`config.mk`:
```
export PLATFORM = sky130hd
export DESIGN_NAME = dbrc_color
export DESIGN_NICKNAME = d
export VERILOG_FILES = /design/src/rtl/core/detection_box_to_pixel_rect_color_unit_defines.svh /design/src/rtl/core/dbrc_pkg.sv /design/src/rtl/core/dbrc_color.sv
export SDC_FILE = /design/constraint.sdc
export NUM_CORES = 2
export LEC_CHECK = 0
export BUFFER_PORTS_ARGS = -buffer_cell sky130_fd_sc_hd__buf_4
export CAP_MARGIN = 10
export CORE_ASPECT_RATIO = 1.75
export CORE_MARGIN = 2
export CORE_UTILIZATION = 30
export CTS_BUF_LIST = sky130_fd_sc_hd__clkbuf_16
export DETAILED_ROUTE_END_ITERATION = 8
export GPL_ROUTABILITY_DRIVEN = 0
export HOLD_SLACK_MARGIN = 0.06
export MAX_ROUTING_LAYER = met4
export REMOVE_ABC_BUFFERS = 1
export SLEW_MARGIN = 20
export SYNTH_ARGS = -nofsm -noshare
export SYNTH_HDL_FRONTEND = slang
export SYNTH_SLANG_ARGS = --single-unit
```
`constraint.sdc`:
```
create_clock -name clk -period 21.3 [get_ports clk]
set_clock_uncertainty 0.05 [all_clocks]
set_input_delay 4.26 -clock clk [delete_from_list [all_inputs] [get_ports clk]]
set_output_delay 4.26 -clock clk [all_outputs]
set_load 0.01 [all_outputs]
```
`src/rtl/core/detection_box_to_pixel_rect_color_unit_defines.svh`:
```
// ----------------------------------------------------------------------------
// Assertion macros
// Shared concurrent assertion helpers, clocked on clk with reset arst_n.
// ----------------------------------------------------------------------------
`ifndef DETECTION_BOX_TO_PIXEL_RECT_COLOR_UNIT_DEFINES_SVH
`define DETECTION_BOX_TO_PIXEL_RECT_COLOR_UNIT_DEFINES_SVH
`ifndef SYNTHESIS
`define DBRC_ASSERT(lbl, prop) \
	lbl: assert property (@(posedge clk) disable iff (!arst_n) prop) \
	else $error("dbrc assertion failed");
`define DBRC_ASSERT_IMP(lbl, ante, cons) \
	lbl: assert property (@(posedge clk) disable iff (!arst_n) (ante) |-> (cons)) \
	else $error("dbrc implication failed");
`else
`define DBRC_ASSERT(lbl, prop)
`define DBRC_ASSERT_IMP(lbl, ante, cons)
`endif
`endif

```
`src/rtl/core/dbrc_pkg.sv`:
```
// ----------------------------------------------------------------------------
// dbrc_pkg
// Constants, types and shared arithmetic for the box overlay unit.
// ----------------------------------------------------------------------------
package dbrc_pkg;

	localparam int MaxDim    = 4096;
	localparam int ClassMult = 123457;
	localparam int ColorOne  = 32768;
	localparam int Lat       = 14;
	localparam int LwRecip   = 33555;
	localparam int LwShift   = 25;

	typedef enum logic [1:0] {
		REG_IMAGE_WIDTH  = 2'd0,
		REG_IMAGE_HEIGHT = 2'd1,
		REG_CLASS_COUNT  = 2'd2,
		REG_NONE         = 2'd3
	} reg_idx_t;

	typedef struct packed {
		logic [3:0]  q;
		logic [12:0] r;
	} div_res_t;

	function automatic div_res_t div_step4(logic [12:0] r, logic [3:0] b, logic [12:0] d);
		div_res_t    res;
		logic [13:0] t;
		res.r = r;
		res.q = '0;
		for (int k = 3; k >= 0; k--) begin
			t = {res.r, b[k]};
			if (t >= {1'b0, d}) begin
				t = t - {1'b0, d};
				res.q[k] = 1'b1;
			end
			res.r = t[12:0];
		end
		return res;
	endfunction

	// rows magenta, red, yellow, green, cyan, then blue; bits are red, green, blue
	function automatic logic [2:0] hue(logic [2:0] row);
		logic [2:0] v;
		unique case (row)
			3'd0:    v = 3'b101;
			3'd1:    v = 3'b100;
			3'd2:    v = 3'b110;
			3'd3:    v = 3'b010;
			3'd4:    v = 3'b011;
			default: v = 3'b001;
		endcase
		return v;
	endfunction

endpackage

```
`src/rtl/core/dbrc_color.sv`:
```
// ----------------------------------------------------------------------------
// dbrc_color
// Class colour pipeline: modulo, ratio split and fraction division.
// ----------------------------------------------------------------------------
module dbrc_color (
	input  logic        clk,
	input  logic [9:0]  class_idx,
	input  logic [10:0] class_count,
	output logic [15:0] color_red,
	output logic [15:0] color_green,
	output logic [15:0] color_blue
);

	logic [10:0] n_eff;
	logic [27:0] dv [0:7];
	logic [12:0] rm [1:7];
	logic [12:0] fr [0:4];
	logic [15:0] fn [0:4];
	logic [15:0] fq [0:4];
	logic [2:0]  fi [0:4];
	logic        fz [0:4];
	logic [13:0] num;
	logic [13:0] n1, n2, n4;
	logic [13:0] t1, t2, t3;
	logic [2:0]  iq;
	logic [12:0] d2;
	logic [2:0]  ha, hb, jrow;
	logic [15:0] ch [0:2];

	assign n_eff = (class_count == '0) ? 11'd1 : class_count;
	assign d2    = {1'b0, n_eff, 1'b0};

	always_ff @(posedge clk) begin
		dv[0] <= {1'b0, 27'({17'b0, class_idx} * 27'(dbrc_pkg::ClassMult))};
	end

	for (genvar k = 1; k <= 7; k++) begin : g_mod
		dbrc_pkg::div_res_t mres;
		if (k == 1) begin : g_first
			assign mres = dbrc_pkg::div_step4('0, dv[0][27:24], {2'b0, n_eff});
		end else begin : g_rest
			assign mres = dbrc_pkg::div_step4(rm[k-1], dv[k-1][27:24], {2'b0, n_eff});
		end
		always_ff @(posedge clk) begin
			rm[k] <= mres.r;
			dv[k] <= dv[k-1] << 4;
		end
	end

	always_comb begin
		num = {3'b0, rm[7][10:0]} * 14'd5;
		n1  = {3'b0, n_eff};
		n2  = {2'b0, n_eff, 1'b0};
		n4  = {1'b0, n_eff, 2'b0};
		iq  = '0;
		t1  = num;
		if (t1 >= n4) begin
			t1 = t1 - n4;
			iq[2] = 1'b1;
		end
		t2 = t1;
		if (t2 >= n2) begin
			t2 = t2 - n2;
			iq[1] = 1'b1;
		end
		t3 = t2;
		if (t3 >= n1) begin
			t3 = t3 - n1;
			iq[0] = 1'b1;
		end
	end

	always_ff @(posedge clk) begin
		fr[0] <= t3[12:0];
		fn[0] <= {5'b0, n_eff};
		fq[0] <= '0;
		fi[0] <= iq;
		fz[0] <= (t3 == '0);
	end

	for (genvar k = 1; k <= 4; k++) begin : g_frac
		dbrc_pkg::div_res_t fres;
		assign fres = dbrc_pkg::div_step4(fr[k-1], fn[k-1][15:12], d2);
		always_ff @(posedge clk) begin
			fr[k] <= fres.r;
			fn[k] <= fn[k-1] << 4;
			fq[k] <= {fq[k-1][11:0], fres.q};
			fi[k] <= fi[k-1];
			fz[k] <= fz[k-1];
		end
	end

	always_comb begin
		jrow = fz[4] ? fi[4] : fi[4] + 3'd1;
		ha   = dbrc_pkg::hue(fi[4]);
		hb   = dbrc_pkg::hue(jrow);
		for (int c = 0; c < 3; c++) begin
			if (ha[2-c] && hb[2-c])
				ch[c] = 16'(dbrc_pkg::ColorOne);
			else if (ha[2-c])
				ch[c] = 16'(dbrc_pkg::ColorOne) - fq[4];
			else if (hb[2-c])
				ch[c] = fq[4];
			else
				ch[c] = '0;
		end
	end

	always_ff @(posedge clk) begin
		color_red   <= ch[0];
		color_green <= ch[1];
		color_blue  <= ch[2];
	end

endmodule

```
======== After elaboration in Yosys (flattened, before gate mapping) ========
Memories as Yosys holds them, arrays and structs flattened.
Cells that the tools add are included.
word-level totals
  bits in registers ....................... 48
  RAM bits ................................ 560
  input port bits ......................... 22
  logic and storage cells ................. 199
  memories ................................ 7
cells by class
  add/sub/neg operators ................... 49
  multipliers ............................. 2
  order comparisons ....................... 47
  equal/unequal tests ..................... 8
  mux-type cells .......................... 76
  reduce and logical (&&, ||, !) cells .... 7
memory list
  memory           words  bits a word  rd ports  clocked after memory_dff  write ports  RTL line          RTL
  dv               8      28           7         0                         8            dbrc_color.sv:15  logic [27:0] dv [0:7];
  rm               7      13           7         0                         7            dbrc_color.sv:16  logic [12:0] rm [1:7];
  fn               5      16           4         0                         5            dbrc_color.sv:18  logic [15:0] fn [0:4];
  fq               5      16           5         0                         5            dbrc_color.sv:19  logic [15:0] fq [0:4];
  fr               5      13           4         0                         5            dbrc_color.sv:17  logic [12:0] fr [0:4];
  fi               5      3            5         0                         5            dbrc_color.sv:20  logic [2:0] fi [0:4];
  1 more memories  -      -            -         -                         -            -
operator list
  operator                  count
  $mux W13                  44
  $ge A14 B11 Y1            28
  $sub A13 B11 Y13          27
  $ge A14 B12 Y1            17
  $sub A13 B12 Y13          16
  $mux W16                  6
  $mux W14                  3
  $pmux W3 S5               2
  $mul A10 B17 Y27 const B  1
  $mux W1                   19
  $sub A16 B16 Y16 const A  1
  $ge A14 B13 Y1            1
  $logic_not A14 Y1         1
  $mul A11 B3 Y14 const B   1
  $sub A14 B11 Y14          1
  $sub A14 B12 Y14          1
  $sub A14 B13 Y14          1
  $eq A3 B2 Y1 const B      4
  $sub A1 B11 Y12           1
  $ge A1 B11 Y1             1
  $logic_not A11 Y1         1
  $mux W11                  1
  $eq A3 B1 Y1 const B      2
  $eq A3 B3 Y1 const B      2
  4 further kinds           7

======== Longest topological paths before layout ========
  depth after elaboration ................. 10
  depth in mapped cells ................... 53
  depth with buffers taken out ............ 49

======== Worst setup path before layout ========
Ideal clock, no wire load.
  path kind ............................... input port to flip-flop
  from .................................... in class_count[1]
  to ...................................... reg, netlist name rm[0][100]
  library setup time ...................... 0.123 ns
  data arrival time ....................... 15.992 ns
  slack ................................... 5.135 ns
  cell stages on the path ................. 47
  buffers on the path ..................... 4
  path through ............................ inv_1 > a41o_1 > ha_1 > inv_1 > fa_1 > a21o_1 > a21o_1 > a2111oi_2 > o21ai_1 > a21oi_1 > nand2_1 > o31ai_1 > ha_1 > o21ai_0 > a21oi_1 > o21ai_0 > a2bb2oi_1 > nand3b_1 > (+11 left out) > a21oi_1 > o211ai_4 > clkbuf_1 > o21ai_0 > fa_1 > nor2b_1 > o21ai_0 > nand2b_1 > nand2b_1 > a21boi_0 > o21ai_0 > nand2b_1 > a21oi_1 > o31ai_1 > a21o_1 > a311oi_2 > buf_4 > mux2_1
RTL lines
  item         RTL line         RTL
  from (decl)  dbrc_color.sv:8  input logic [10:0] class_count,

==> flow_summary.toml <==
[sta]
hold_viol = 0
setup_viol = 0
slew-limit-headroom_pct = 28.5
tightest_slew_ns = 1.07
clock.fmax_mhz = 61.1
drv_slew = 0
setup_tns_ns = 0
holdWs_ns = 0.268
grt_setup_unrepaired = "false"
fin_crit_sh_pct = 76.9
final.min_clock_period_ns = 16.37

[setup_path]
worstPathArrival_ns = 16.81
r2r_cells = 40
critPathLaunchType = "input port"
worst-path-max-fanout = 27
slowest_stage = "nor4_2"
rr_startpoint = "rm[0][92]"
rrSetupSlack_ns = 9.81
cp_top_family = "compound AO/OA/AOI/OAI gates"
worstSetupEndpointType = "flip-flop"
worst-path-buf-inv = 3
path_common_cell = "o21ai_0"
rr_endpoint = "fz[0][0]"
worstPathRequired_ns = 21.74
critical_path_class = "in2reg"
max_stage_delay_ns = 0.85

[placement]
portBuffers = 69
dpl.hpwl_um = 91500

[clock_network]
cts_made_buffers = 42
ctsResizeCount = 0
cts_buffer_depth = 3
h-tree-depth = 2
path_clk_slew_ns = 0.07
cts-hold-fix-buffers = 0
postCtsSetupBuffers = 0
clk-insertion-delay-late_ns = 0.61
clock_sinks = 393
cts_tree = "done"
cts-root-buf = "clkbuf_16"

[outcome]
outcome = "finished, final reports clean"

[routing]
wl_um = 116000
dr.pass1.iters = 5
wl_per_cell_um = 17.0
drc = 0
first_iter_violations = 1568
viasPerCell = 5.26
drtAntennaViolNets = 0
num_vias = 35900

[grt]
grt_remaining_overflow = 0
grt_max_degree = 47
grt_pass1_wl_um = 183000
antenna_found_initial = 2
grt_pass1_vias = 36200
gr-usage-all-layers_pct = 16.9

[die]
die_w_um = 282
die_y_um = 491
die_area_mm2 = 0.138
ios = 70
start_util_pct = 30.2
core_area_mm2 = 0.134
rows = 178

[worst_hold_path]
hp-start = "fq[0][38]"
min_to = "fq[0][58]"
min_path_cells = 0
holdCritPathClass = "reg2reg"

[yosys]
synthTopCellsByArea = "dfxtp_1 (19%), ha_1 (19%), xnor2_1 (5.2%)"
syn_area_mm2 = 0.0406
netlist_instances = 4932
synth_top_area_share_pct = 19.4
yosysTopAreaCell = "dfxtp_1"
synth_ff_type = "dfxtp_1"
ys_types = 114
synth-edff-count = 0
ys_seq_area_share_pct = 19.4
synth_warnings = 0
ys_ff_latch = 393
syn_avg_cell_area_um2 = 8.23
synthArstFlopShare_pct = 0

[layout]
drive_above_1_share_pct = 8.62
areaGrowthSynthToFinish_pct = 10.1
nets = 5691

[flow_run]
maxCapViolations = 0
cells in the final DEF (no fill, tap or decap), types with 95 or more instances in the layout:
cell type	n
nand2_1	354
a21oi_1	382
nand2b_1	95
nor3_1	100
nor2_1	342
dfxtp_1	393
inv_1	344
nand4_1	95
mux2_2	145
nor2b_1	110
a21o_1	158
xnor2_1	242
o21ai_0	372
xor2_1	108
buf_4	107
ha_1	603
state kept, by name, summed over array words and instances (netlist names), 16 cells and up:
| signal | flops |
|---|---|
| rm | 89 |
| dv | 111 |
| fr | 51 |
| color_blue | 16 |
| color_green | 16 |
| fq | 40 |
| fn | 34 |
| color_red | 16 |
worst max-delay path by stage:
stage	from	to	slack (ns)	cells past startpoint
detailed placement	class_count[6]	rm[0][61]	4.35	42
global route	class_count[6]	rm[0][61]	3.94	42
global placement	class_count[6]	rm[0][61]	4.60	42
finish	class_count[6]	rm[0][61]	4.93	42
floorplan	class_count[1]	rm[0][88]	4.81	37
CTS	class_count[6]	rm[0][61]	4.94	42
metrics by stage:
step | utilization, % | cell area [um2] | worst slack [ns] | cells
global placement | 32.2 | 43300 | 4.60 | 6757
floorplan | - | 40200 | 4.81 | 4848
global route | 33.3 | 44700 | 3.94 | 6834
CTS | 33.3 | 44700 | 4.94 | 6832
finish | 33.3 | 44700 | 4.93 | 6834
detailed placement | 32.2 | 43300 | 4.35 | 6757
synth_stat cells, types with 11 or more instances:
cell type	n
o31ai_1	49
o21a_1	66
clkbuf_1	57
nand2b_1	95
a21oi_1	382
and3_1	32
a21o_1	158
o21bai_1	40
nand3_1	67
inv_1	349
nand3b_1	11
a22o_1	38
nor4_1	17
xnor2_1	242
nor2_1	344
mux2_1	21
o211ai_1	32
xor2_1	108
or2_2	23
o31a_1	12
o21ai_0	372
mux2i_1	72
nand4_1	95
a31oi_1	27
nor2b_1	110
o21ai_1	29
fa_1	65
and2_1	23
a211o_1	15
buf_2	15
ha_1	603
nor3_1	100
a21boi_0	39
or3_1	47
nand2_1	354
a211oi_1	41
nor3b_1	16
mux2_2	145
dfxtp_1	393
cell families (layout without fill, tap and decap cells):
logic type,Yosys count,after routing,share of synthesized area [%]
mux,248,248,6.75
xor+xnor,350,350,7.55
flops,393,393,19.4
other cells,1,6,0.00924
fa+ha+maj,668,668,21.8
compound gates,1430,1430,22.8
buf+inv,441,538,4.26
simple gates,1401,1401,17.5
worst reg2reg max path: cells and delay by family (launching register included):
| kind | cells | cell delay (ns) |
|---|---|---|
| fa+ha+maj | 6 | 1.85 |
| mux | 1 | 0.45 |
| xor+xnor | 1 | 0.29 |
| buf+inv | 2 | 0.11 |
| compound gates | 19 | 4.20 |
| simple gates | 11 | 4.04 |
| flops | 1 | 0.38 |
layer usage:
metal  global-route usage (%)  share of wire, %  vias up  routed length, um
met2                     33.4                55      695              63800
met1                     15.7                36    16900              42200
met3                     1.73               3.2      331               3690
li1                         -                 -    18000                  -
met5                        -                 0        -                  0
met4                     8.67               5.7        0               6600
cell type report:
class,count,area (um2)
clock buffer,43,1080
antenna,2,5.00
inverter,354,1330
sequential,393,7870
fill,14100,89600
tap,1800,2250
multi-input combinational,4101,31000
clock inverter,32,285
timing repair buffer,109,843
Power is left out: the tool's default activity adds up to more than one toggle a clock period on the data nets, which glitch-free logic cannot reach.
